$ cat src/rtl/core/rinf_pkg.sv
// Shared types, constants and priority tables for the regex infix-to-postfix converter.
// Depends on nothing; every module of the block imports it.
package rinf_pkg;

  localparam int STACK_DEPTH = 32;
  localparam int CNT_W       = $clog2(STACK_DEPTH + 1);
  localparam int IDX_W       = $clog2(STACK_DEPTH);
  localparam int MAX_RESULTS = 34;
  localparam int RES_W       = $clog2(MAX_RESULTS + 1);

  localparam logic [1:0] OP_OPEN = 2'd0;
  localparam logic [1:0] OP_STAR = 2'd1;
  localparam logic [1:0] OP_ALT  = 2'd2;
  localparam logic [1:0] OP_CAT  = 2'd3;

  localparam logic [2:0] CL_OPERAND = 3'd0;
  localparam logic [2:0] CL_OPEN    = 3'd1;
  localparam logic [2:0] CL_STAR    = 3'd2;
  localparam logic [2:0] CL_ALT     = 3'd3;
  localparam logic [2:0] CL_CLOSE   = 3'd4;
  localparam logic [2:0] CL_BAD     = 3'd5;

  localparam logic [2:0] ERR_NONE        = 3'd0;
  localparam logic [2:0] ERR_BAD_CHAR    = 3'd1;
  localparam logic [2:0] ERR_STRAY_CLOSE = 3'd2;
  localparam logic [2:0] ERR_OPEN_AT_END = 3'd3;
  localparam logic [2:0] ERR_OVERFLOW    = 3'd4;

  localparam logic [7:0] CH_OPEN  = 8'h28;
  localparam logic [7:0] CH_CLOSE = 8'h29;
  localparam logic [7:0] CH_STAR  = 8'h2A;
  localparam logic [7:0] CH_CAT   = 8'h2B;
  localparam logic [7:0] CH_ALT   = 8'h7C;

  localparam logic [3:0] PRIO_CAT_IN = 4'd2;

  typedef struct packed {
    logic [7:0] symbol;
    logic [2:0] cls;
    logic       join_cat;
    logic       last;
  } tok_t;

  function automatic logic [3:0] stack_prio(input logic [1:0] op);
    logic [3:0] p;
    case (op)
      OP_OPEN: p = 4'd1;
      OP_STAR: p = 4'd7;
      OP_ALT:  p = 4'd5;
      default: p = 4'd3;
    endcase
    return p;
  endfunction

  function automatic logic [3:0] in_prio(input logic [2:0] cls);
    logic [3:0] p;
    case (cls)
      CL_OPEN: p = 4'd8;
      CL_STAR: p = 4'd6;
      CL_ALT:  p = 4'd4;
      default: p = 4'd1;
    endcase
    return p;
  endfunction

  function automatic logic [1:0] cls_op(input logic [2:0] cls);
    logic [1:0] o;
    case (cls)
      CL_OPEN: o = OP_OPEN;
      CL_STAR: o = OP_STAR;
      CL_ALT:  o = OP_ALT;
      default: o = OP_CAT;
    endcase
    return o;
  endfunction

  function automatic logic [7:0] op_char(input logic [1:0] op);
    logic [7:0] c;
    case (op)
      OP_OPEN: c = CH_OPEN;
      OP_STAR: c = CH_STAR;
      OP_ALT:  c = CH_ALT;
      default: c = CH_CAT;
    endcase
    return c;
  endfunction

endpackage

$ cat src/rtl/core/rinf_front.sv
// Front end: accepts input characters, classifies them and marks implied concatenation.
// Depends on rinf_pkg; feeds tokens into rinf_queue.
module rinf_front import rinf_pkg::*; (
  input  logic       clk,
  input  logic       rst,
  input  logic       s_tvalid,
  output logic       s_tready,
  input  logic [7:0] s_tdata,   // [7:0] symbol
  input  logic       s_tlast,   // is_last
  input  logic       q_full,
  output logic       q_push,
  output tok_t       q_tok
);

  logic [7:0] prev_char;
  logic       has_prev;
  logic [2:0] cls;
  logic       join_cat;

  always_comb begin
    if (s_tdata inside {[8'h61:8'h7A], [8'h41:8'h5A], [8'h30:8'h39]}) begin
      cls = CL_OPERAND;
    end else begin
      case (s_tdata)
        CH_OPEN:  cls = CL_OPEN;
        CH_CLOSE: cls = CL_CLOSE;
        CH_STAR:  cls = CL_STAR;
        CH_ALT:   cls = CL_ALT;
        default:  cls = CL_BAD;
      endcase
    end
  end

  // Adjacency implies a concatenation before an operand or an opening bracket.
  assign join_cat = has_prev &&
                    (((cls == CL_OPERAND) && (prev_char != CH_OPEN) && (prev_char != CH_ALT)) ||
                     ((cls == CL_OPEN) && (prev_char != CH_ALT) && (prev_char != CH_OPEN)));

  assign s_tready       = !q_full;
  assign q_push         = s_tvalid && !q_full;
  assign q_tok.symbol   = s_tdata;
  assign q_tok.cls      = cls;
  assign q_tok.join_cat = join_cat;
  assign q_tok.last     = s_tlast;

  always_ff @(posedge clk) begin
    if (rst) begin
      prev_char <= 8'd0;
      has_prev  <= 1'b0;
    end else if (q_push) begin
      if (s_tlast) begin
        prev_char <= 8'd0;
        has_prev  <= 1'b0;
      end else if (cls != CL_BAD) begin
        prev_char <= s_tdata;
        has_prev  <= 1'b1;
      end
    end
  end

endmodule

$ cat src/rtl/core/rinf_queue.sv
// Two-entry token queue between the front end and the stack engine.
// Depends on rinf_pkg for the token type.
module rinf_queue import rinf_pkg::*; (
  input  logic clk,
  input  logic rst,
  input  logic push,
  input  tok_t push_tok,
  input  logic pop,
  output tok_t head,
  output logic full,
  output logic empty
);

  tok_t       entries [2];
  logic       wr_ptr;
  logic       rd_ptr;
  logic [1:0] level;

  assign full  = (level == 2'd2);
  assign empty = (level == 2'd0);
  assign head  = entries[rd_ptr];

  always_ff @(posedge clk) begin
    if (push) begin
      entries[wr_ptr] <= push_tok;
    end
  end

  always_ff @(posedge clk) begin
    if (rst) begin
      wr_ptr <= 1'b0;
      rd_ptr <= 1'b0;
      level  <= 2'd0;
    end else begin
      if (push) begin
        wr_ptr <= !wr_ptr;
      end
      if (pop) begin
        rd_ptr <= !rd_ptr;
      end
      if (push && !pop) begin
        level <= level + 2'd1;
      end else if (pop && !push) begin
        level <= level - 2'd1;
      end
    end
  end

endmodule

$ cat src/rtl/core/rinf_back.sv
// Back end: operator stack engine and output register, one stack step per cycle
// when not stalled. Depends on rinf_pkg; takes tokens from rinf_queue.
module rinf_back import rinf_pkg::*; (
  input  logic        clk,
  input  logic        rst,
  input  tok_t        head,
  input  logic        q_empty,
  output logic        q_pop,
  output logic        m_tvalid,
  input  logic        m_tready,
  output logic [15:0] m_tdata,   // [7:0] out_symbol, [10:8] error_code, rest zero
  output logic        m_tuser,   // has_symbol
  output logic        m_tlast    // end_of_run
);

  localparam logic [1:0] PH_CAT    = 2'd0;
  localparam logic [1:0] PH_MAIN   = 2'd1;
  localparam logic [1:0] PH_FLUSH  = 2'd2;
  localparam logic [1:0] PH_STATUS = 2'd3;

  logic [1:0]       stack [STACK_DEPTH];
  logic [CNT_W-1:0] count, count_next;
  logic [2:0]       err, err_next;
  logic [1:0]       phase, phase_next;
  logic [RES_W-1:0] res_cnt, res_next;

  logic [1:0]       cur_phase;
  logic [CNT_W-1:0] top_idx;
  logic [1:0]       top_op;
  logic [3:0]       tp;
  logic [3:0]       f_in;
  logic [1:0]       f_op;
  logic             f_close;
  logic             res_full, can_emit;
  logic             push, emit, emit_fire, step_ok, step_err, fin;
  logic [7:0]       emit_sym;
  logic             emit_has, emit_end;
  logic [2:0]       emit_err;
  logic [7:0]       out_sym;
  logic [2:0]       out_err;

  assign cur_phase = ((phase == PH_CAT) && !head.join_cat) ? PH_MAIN : phase;
  assign top_idx   = count - CNT_W'(1);
  assign top_op    = stack[top_idx[IDX_W-1:0]];
  assign tp        = (count == '0) ? 4'd0 : stack_prio(top_op);
  assign res_full  = (res_cnt >= RES_W'(MAX_RESULTS));
  // Results beyond the per-item limit are dropped, so they never wait for the port.
  assign can_emit  = !m_tvalid || m_tready || res_full;

  always_comb begin
    if (cur_phase == PH_CAT) begin
      f_in    = PRIO_CAT_IN;
      f_op    = OP_CAT;
      f_close = 1'b0;
    end else begin
      f_in    = in_prio(head.cls);
      f_op    = cls_op(head.cls);
      f_close = (head.cls == CL_CLOSE);
    end
  end

  always_comb begin
    count_next = count;
    err_next   = err;
    phase_next = phase;
    res_next   = res_cnt;
    push       = 1'b0;
    emit       = 1'b0;
    emit_sym   = 8'd0;
    emit_has   = 1'b1;
    emit_end   = 1'b0;
    emit_err   = ERR_NONE;
    step_ok    = 1'b0;
    step_err   = 1'b0;
    fin        = 1'b0;
    if (!q_empty) begin
      case (cur_phase)
        PH_CAT, PH_MAIN: begin
          if (err != ERR_NONE) begin
            step_err = 1'b1;
          end else if ((cur_phase == PH_MAIN) && (head.cls == CL_OPERAND)) begin
            if (can_emit) begin
              emit     = 1'b1;
              emit_sym = head.symbol;
              step_ok  = 1'b1;
            end
          end else if ((cur_phase == PH_MAIN) && (head.cls == CL_BAD)) begin
            err_next = ERR_BAD_CHAR;
            step_err = 1'b1;
          end else if (tp < f_in) begin
            if (f_close) begin
              err_next = ERR_STRAY_CLOSE;
              step_err = 1'b1;
            end else if (count >= CNT_W'(STACK_DEPTH)) begin
              err_next = ERR_OVERFLOW;
              step_err = 1'b1;
            end else begin
              push       = 1'b1;
              count_next = count + CNT_W'(1);
              step_ok    = 1'b1;
            end
          end else if (tp > f_in) begin
            if (can_emit) begin
              emit       = 1'b1;
              emit_sym   = op_char(top_op);
              count_next = top_idx;
            end
          end else begin
            // A closing bracket meets its opening bracket: both vanish.
            count_next = top_idx;
            step_ok    = 1'b1;
          end
        end
        PH_FLUSH: begin
          if (count == '0) begin
            phase_next = PH_STATUS;
          end else if (top_op == OP_OPEN) begin
            err_next   = ERR_OPEN_AT_END;
            phase_next = PH_STATUS;
          end else if (can_emit) begin
            emit       = 1'b1;
            emit_sym   = op_char(top_op);
            count_next = top_idx;
          end
        end
        PH_STATUS: begin
          if (can_emit) begin
            emit       = 1'b1;
            emit_has   = 1'b0;
            emit_end   = 1'b1;
            emit_err   = err;
            count_next = '0;
            err_next   = ERR_NONE;
            fin        = 1'b1;
          end
        end
        default: begin
          phase_next = PH_CAT;
        end
      endcase
    end
    if (step_ok) begin
      if (cur_phase == PH_CAT) begin
        phase_next = PH_MAIN;
      end else if (head.last) begin
        phase_next = PH_FLUSH;
      end else begin
        fin = 1'b1;
      end
    end
    if (step_err) begin
      if (head.last) begin
        phase_next = PH_STATUS;
      end else begin
        fin = 1'b1;
      end
    end
    if (emit && !res_full) begin
      res_next = res_cnt + RES_W'(1);
    end
    if (fin) begin
      phase_next = PH_CAT;
      res_next   = '0;
    end
  end

  assign emit_fire = emit && !res_full;
  assign q_pop     = fin;

  always_ff @(posedge clk) begin
    if (push) begin
      stack[count[IDX_W-1:0]] <= f_op;
    end
  end

  always_ff @(posedge clk) begin
    if (rst) begin
      count    <= '0;
      err      <= ERR_NONE;
      phase    <= PH_CAT;
      res_cnt  <= '0;
      m_tvalid <= 1'b0;
    end else begin
      count   <= count_next;
      err     <= err_next;
      phase   <= phase_next;
      res_cnt <= res_next;
      if (emit_fire) begin
        m_tvalid <= 1'b1;
      end else if (m_tready) begin
        m_tvalid <= 1'b0;
      end
    end
  end

  always_ff @(posedge clk) begin
    if (emit_fire) begin
      out_sym <= emit_sym;
      out_err <= emit_err;
      m_tuser <= emit_has;
      m_tlast <= emit_end;
    end
  end

  assign m_tdata = {5'd0, out_err, out_sym};

endmodule

$ cat src/rtl/core/regex_infix_to_postfix.sv
// Regular-expression infix to postfix converter: top level.
// Uses rinf_pkg, rinf_front, rinf_queue and rinf_back.
//
// The slave stream takes one ASCII character per word in s_tdata, with s_tlast on
// the final character of an expression. The master stream returns the postfix form:
// operands and the operators '+', '|' and '*', one per word with m_tuser high. Each
// expression ends with one status word (m_tuser low, m_tlast high) whose error code
// is zero, or reports a bad character, a stray ')', an open '(' or stack overflow.
// After an error, the remaining characters of that expression give no words.
// A character enters a two-entry queue in the cycle it is accepted; the stack engine
// then works through it in steps: an implied concatenation, the character itself,
// every operator popped, and on the last character each flushed operator, a check
// that finds the stack empty or an open '(' and the status word. The queue can take
// new characters while the engine still works on earlier ones; the single-step
// operator stack limits the rate. With the engine idle, the earliest result of a
// character passes through the queue and the output register, after a stack step
// for an implied concatenation if one is pushed first.
// Reset empties the queue, the stack and the output register. When the receiver
// stalls, the output register holds its word, the engine waits, and the queue keeps
// accepting until it is full.
module regex_infix_to_postfix import rinf_pkg::*; (
  input  logic        clk,
  input  logic        rst,
  input  logic        s_tvalid,
  output logic        s_tready,
  input  logic [7:0]  s_tdata,   // [7:0] symbol
  input  logic        s_tlast,   // is_last
  output logic        m_tvalid,
  input  logic        m_tready,
  output logic [15:0] m_tdata,   // [7:0] out_symbol, [10:8] error_code, rest zero
  output logic        m_tuser,   // has_symbol
  output logic        m_tlast    // end_of_run
);

  logic q_push, q_pop, q_full, q_empty;
  tok_t q_tok, q_head;

  rinf_front u_front (
    .clk      (clk),
    .rst      (rst),
    .s_tvalid (s_tvalid),
    .s_tready (s_tready),
    .s_tdata  (s_tdata),
    .s_tlast  (s_tlast),
    .q_full   (q_full),
    .q_push   (q_push),
    .q_tok    (q_tok)
  );

  rinf_queue u_queue (
    .clk      (clk),
    .rst      (rst),
    .push     (q_push),
    .push_tok (q_tok),
    .pop      (q_pop),
    .head     (q_head),
    .full     (q_full),
    .empty    (q_empty)
  );

  rinf_back u_back (
    .clk      (clk),
    .rst      (rst),
    .head     (q_head),
    .q_empty  (q_empty),
    .q_pop    (q_pop),
    .m_tvalid (m_tvalid),
    .m_tready (m_tready),
    .m_tdata  (m_tdata),
    .m_tuser  (m_tuser),
    .m_tlast  (m_tlast)
  );

endmodule

$ cat config.mk
export PLATFORM = sky130hd
export DESIGN_NAME = regex_infix_to_postfix
export DESIGN_NICKNAME = d
export VERILOG_FILES = /design/src/rtl/core/rinf_pkg.sv /design/src/rtl/core/rinf_front.sv /design/src/rtl/core/rinf_queue.sv /design/src/rtl/core/rinf_back.sv /design/src/rtl/core/regex_infix_to_postfix.sv
export SDC_FILE = /design/constraint.sdc
export NUM_CORES = 1
export LEC_CHECK = 0
export BUFFER_PORTS_ARGS = -buffer_cell sky130_fd_sc_hd__buf_2
export CORE_AREA = 2 2 132 134
export DETAILED_ROUTE_END_ITERATION = 10
export DIE_AREA = 0 0 134 136
export REMOVE_ABC_BUFFERS = 1
export SYNTH_ARGS = -nofsm -noshare
export SYNTH_HDL_FRONTEND = slang
export SYNTH_SLANG_ARGS = --single-unit
$ cat constraint.sdc
create_clock -name clk -period 7.95 [get_ports clk]
set_input_delay 0.3975 -clock clk [delete_from_list [all_inputs] [get_ports clk]]
set_output_delay 0.3975 -clock clk [all_outputs]
set_load 0.02 [all_outputs]
Word-level counts from Yosys, hierarchy flattened
Memories as Yosys holds them, arrays and structs flattened. A register that Yosys moved wholly into a read port is not among the register bits.
Cells that the tools add are included.

word-level totals
  RAM bits = 90
  flip-flop bits (word level) = 44
  memories kept = 2

cells by class
  reduce and logical (&&, ||, !) cells = 45
  eq/ne operators = 30
  multiplexer cells = 109
  add/subtract/negate cells = 5
  bitwise operators = 3
  $lt $le $gt $ge = 10

memories
  name             depth  bits a word  rd ports  clocked after memory_dff  wr ports  line              source
  u_back.stack     32     2            1         0                         1         rinf_back.sv:21   logic [1:0] stack [STACK_DEPTH];
  u_queue.entries  2      13           1         1                         1         rinf_queue.sv:14  tok_t entries [2];

operators by type and width
  operator                                                                             count
  8-bit two-way mux                                                                    12
  6-bit two-way mux                                                                    11
  1-bit two-way mux                                                                    51
  3-bit two-way mux                                                                    11
  2-bit two-way mux                                                                    13
  8-bit by 6-bit equality test with 1-bit output, second input constant                3
  7-bit one-hot mux with 3 select lines                                                1
  3-bit one-hot mux with 3 select lines                                                2
  6-bit one-hot mux with 3 select lines                                                1
  8-bit by 7-bit greater-or-equal comparator with 1-bit output, second input constant  2
  8-bit by 7-bit <= comparator with 1-bit output, second input constant                2
  8-bit one-hot mux with 2 select lines                                                1
  1-bit logical AND                                                                    15
  7-bit one-hot mux with 2 select lines                                                1
  6-bit by 1-bit adder with 6-bit output, second input constant                        2
  6-bit greater-or-equal comparator, second input constant                             2
  3-bit one-hot mux with 4 select lines                                                1
  4-bit one-hot mux with 3 select lines                                                1
  2-bit != test, second input constant                                                 5
  3-bit != test, second input constant                                                 3
  9-bit AND reduction                                                                  1
  2-bit equality test, second input constant                                           4
  8-bit by 7-bit equality test with 1-bit output, second input constant                1
  8-bit by 6-bit greater-or-equal comparator with 1-bit output, second input constant  1
  30 further kinds                                                                     55

Logic depth before layout (Yosys ltp)
  depth in word-level cells = 19
  depth in mapped cells = 22
  gate-level depth less buffers = 19

Hierarchy
A second synthesis with hierarchy kept.

second synthesis, totals
  cells, all modules = 562
  area, all modules = 6814.0 um^2

by module, submodules not included
  module      times used  cells an instance  area each (um^2)
  rinf_back   1           434                5057.4
  rinf_queue  1           62                 1139.8
  rinf_front  1           66                 616.8

Worst setup path before layout
Ideal clock, no wire load.

  kind = reg-to-reg
  start = reg u_back.count[0]
  end = reg u_queue.level[1]
  slack = 2099 ps
  required time = 7879 ps
  cell stages (with the launch flop) = 22
  setup time = 71 ps
  data arrival time = 5781 ps
  period minus slack after synthesis = 5851 ps
  cells stage by stage = dfxtp_1 buf_2 buf_2 inv_1 ha_1 clkbuf_1 clkbuf_1 mux4_2 mux4_2 mux2_2 ha_1 nor2b_1 ha_1 a21oi_1 o21ai_1 a21oi_2 o21ai_2 a21boi_1 a21oi_2 ha_1 or3_1 a21oi_1

between the ends
  longest elaborated chain between the ends = 19

RTL lines
  element                                                  line              source
  from (decl)                                              rinf_back.sv:22   logic [CNT_W-1:0] count, count_next;
  from (signal assigned)                                   rinf_back.sv:184  count <= count_next;
  6-bit by 1-bit subtractor with 6-bit output              rinf_back.sv:43   assign top_idx = count - CNT_W'(1);
  memory 32 x 2 bit                                        --
  2-bit equality test, or another cell as far along        rinf_pkg.sv:46    case (op)
  3-bit one-hot mux with 3 select lines                    rinf_pkg.sv:46
  3-bit two-way mux                                        rinf_back.sv:45   assign tp = (count == '0) ? 4'd0 : stack_prio(top_op);
  4-bit greater-than comparator                            rinf_back.sv:102  end else if (tp > f_in) begin
  1-bit two-way mux                                        rinf_back.sv:102
  1-bit two-way mux                                        rinf_back.sv:90   end else if (tp < f_in) begin
  (+3 left out)                                            --
  1-bit two-way mux                                        rinf_back.sv:77   case (cur_phase)
  1-bit two-way mux                                        rinf_back.sv:76   if (!q_empty) begin
  1-bit two-way mux                                        rinf_back.sv:142  if (step_ok) begin
  1-bit two-way mux                                        rinf_back.sv:152  if (head.last) begin
  1-bit two-way mux *                                      rinf_back.sv:151  if (step_err) begin
  1-bit zero test                                          rinf_queue.sv:41  if (push && !pop) begin
  1-bit logical AND                                        rinf_queue.sv:41
  2-bit two-way mux or 2-bit nonzero test (tied branches)  --
  to (signal assigned)                                     rinf_queue.sv:42  level <= level + 2'd1;
  to (signal assigned)                                     rinf_queue.sv:44  level <= level - 2'd1;
  to (decl)                                                rinf_queue.sv:17  logic [1:0] level;

Mark *: on every way between the ends. The rest lies on a longest branch, timed or not.
A chain may end at the register's enable or synchronous reset.

Final worst setup path
Same ends and word-level chain as after synthesis.

==> impl_metrics.toml <==
[timing]
period_needed_ns = 6.26
setup_viol = 0
tightest_slew_ns = 1.24
finalClockSkew_ns = 0.00932
tns_ns = 0
fin_crit_sh = 0.788
fmax_mhz = 160
hold-worst-slack_ns = 0.200
rsz0062_at_grt = "no"
finalMaxSlewViolations = 0
final_hold_viol_count = 0
slew_headroom = 0.170

[synth]
yosysWarnings = 0
synth.area.top_cells = "edfxtp_1, dfxtp_1, mux4_2"
yosysTopAreaCell = "edfxtp_1"
ys_seq_elements = 135
synth_top_area_share = 0.471
ys_dominant_reg_cell = "edfxtp_1"
synth_edf_count = 103
async_reset_ff_frac = 0
synth_cell_type_count = 72
syn_area_um2 = 6560
synth.most_common_cell = "edfxtp_1"
postSynthAreaPerCell_um2 = 12.2
netlist_top_cells_count = "edfxtp_1, nor2_1, nand2_1"
synth_cells = 536
ys_seq_area_frac = 0.569

[layout]
num_antenna_cells = 0
drive_gt1_frac = 0.184
final_util = 0.444
nets = 589
fin_area_um2 = 7490
syn_to_final_growth_pct = 14.1

[power_and_ir_drop]
internal_power_mw = 1.78
cellLeakagePower_nw = 2.53
power_density_nw_per_um2 = 378
total_power_mw = 2.83
power_frac_seq = 0.336
max-vdd-ir-drop_uv = 201
swShare = 0.373
power_frac_clock = 0.287
power_switching_mw = 1.06
combPwrFrac = 0.377

[drt]
dr.pass1.iters = 5
vias_per_cell = 5.51
drt_iter0_drc = 303
drt-wirelength-per-cell_um = 17.9
drc_errors = 0
vias = 4404
routed_wl_um = 14300
drtAntennaViolNets = 0

[floorplan]
die_area_um2 = 18200
io_pins = 33
initial_utilization = 0.389
rows = 48
die_h_um = 136
core_region_area_um2 = 16900
die_w_um = 134

[global_route]
grt_busiest_layer = "met2"
grt_pass1_wl_um = 23200
grt_antenna_before_repair = 0
grt_use_met2 = 0.290
overflow = 0
met3_usage = 0.0369
use_met1 = 0.196
grt_max_degree = 33
grt_pass1_vias = 4470
grt_usage = 0.168

[cts]
cts.repair.resized = 0
tritoncts = "yes"
cts.path.max_buffers = 2
clk-insertion-delay-late_ns = 0.43
cts_buffers = 17
clk_pin_slew_ns = 0.07
clock-sinks = 135
post_cts_buffers = 0
cts-root-buf = "clkbuf_16"
hold_buffers = 0
htree_levels = 4

[worst_hold_path]
hold_depth = 1
holdCritStartpoint = "s_tdata[7]"
min_path_type = "primary input to register"

[critical_path]
cp_slowest_stage_delay_ns = 0.83
critPathTopFamily = "adder cells"
crit_fanout = 23
cp_num_buf_inv = 3
cp.required_ns = 8.31
worstSetupEndpointType = "register"
crit_type = "register to register"
worstRegToRegCells = 19
worstPathArrival_ns = 6.62
worstSetupStartpointType = "register"
startpoint = "u_back.count[0]"
crit_chain = "buf_4 -> inv_1 -> ha_1 -> mux4_2 -> mux4_2 -> mux2i_1 -> inv_1 -> ha_1 -> nor2b_1 -> ha_1 -> nand2_1 -> o21ai_1 -> a21oi_2 -> o21ai_2 -> a21boi_1 -> a21oi_2 -> ha_1 -> or3_1 -> a21oi_1"
r2r-start = "u_back.count[0]"
worst_path_most_repeated_cell = "ha_1"
cp_num_cells = 19
cpMaxStageDelayCell = "ha_1"

[place]
placed_cell_area_um2 = 6880
dp_hpwl_um = 9880
portBuffers = 27
routabilityCongestion = 0.891

[flow_run]
maxCapViolCount = 0

[outcome]
outcome = "finished, final reports clean"
## sequential cells by signal, indices dropped and copies added, names as in the netlist, 2 cells and up, named ones only
name	flops
u_back.stack	64
u_queue.entries	26
u_back.out_sym	8
u_front.prev_char	8
u_back.count	6
u_back.res_cnt	6
u_back.err	3
u_back.out_err	3
u_back.phase	2
u_queue.level	2
## layout make-up
cell class,count,area (um^2)
clock buffers,17,425
clock inverters,15,184
fillers,1530,9390
inverters,13,48.8
multi-input cells,366,2670
flip-flops and latches,135,3730
well taps,225,282
repair buffers,29,150
## worst reg2reg max path: stages, from the launching register on
cell and delay, ns:
dfxtp_1 0.31, buf_4 0.34, inv_1 0.18, ha_1 0.83, mux4_2 0.43, mux4_2 0.51
mux2i_1 0.39, inv_1 0.12, ha_1 0.32, nor2b_1 0.14, ha_1 0.36, nand2_1 0.09
o21ai_1 0.52, a21oi_2 0.15, o21ai_2 0.25, a21boi_1 0.18, a21oi_2 0.27, ha_1 0.29
or3_1 0.38, a21oi_1 0.13
## logic make-up after synthesis
family | Yosys count | synth area share
xor+xnor | 13 | 0.0173
buf+inv | 39 | 0.0271
mux | 44 | 0.108
flops | 135 | 0.569
fa+ha+maj | 14 | 0.0267
simple gates | 190 | 0.144
other cells | 1 | 0.000571
compound gates | 100 | 0.107
## placed cells by master (no fill, tap or decap), types with 7 or more instances in the layout
master,count
mux4_2,20
xnor2_1,8
ha_1,14
a31oi_1,7
a21oi_1,24
dfxtp_1,32
nand2_1,35
clkbuf_16,17
nand3_1,8
mux2i_1,12
mux2_2,7
inv_1,13
nor3_1,21
nand3b_1,11
buf_2,27
o21ai_0,15
edfxtp_1,103
nor2_1,70
nand2b_1,11
## power by group through the flow
stage | Sequential [mW] | Clock (mW) | Combinational [mW]
floorplan | 1.00 | 0 | 0.729
global placement | 0.965 | 0 | 1.03
detailed placement | 0.966 | 0 | 1.05
CTS | 0.952 | 0.824 | 1.06
global route | 0.963 | 0.855 | 1.17
finish | 0.952 | 0.814 | 1.07
## path summary, 6_finish.rpt
check | endpoint | slack (ns)
max | u_queue.level[1] | 1.69
min | u_queue.entries[1][12] | 0.20
max reg2reg | u_queue.level[1] | 1.69
min reg2reg | u_front.prev_char[3] | 0.48
## per-layer routing
metal | share of wire | up-vias
met1 | 0.42 | 2177
met4 | 0.032 | 0
met2 | 0.51 | 110
met5 | 0 | -
li1 | - | 2081
met3 | 0.041 | 36
## per-stage QoR
| stage | std cells | setup WS, ns |
|---|---|---|
| 5_1_grt | 800 | 1.18 |
| 2_1_floorplan | 514 | 2.03 |
| 4_1_cts | 800 | 1.73 |
| 3_5_place_dp | 768 | 1.75 |
| 3_3_place_gp | 768 | 2.04 |
| 6_report | 800 | 1.69 |
(Power assumes the default switching activity.)
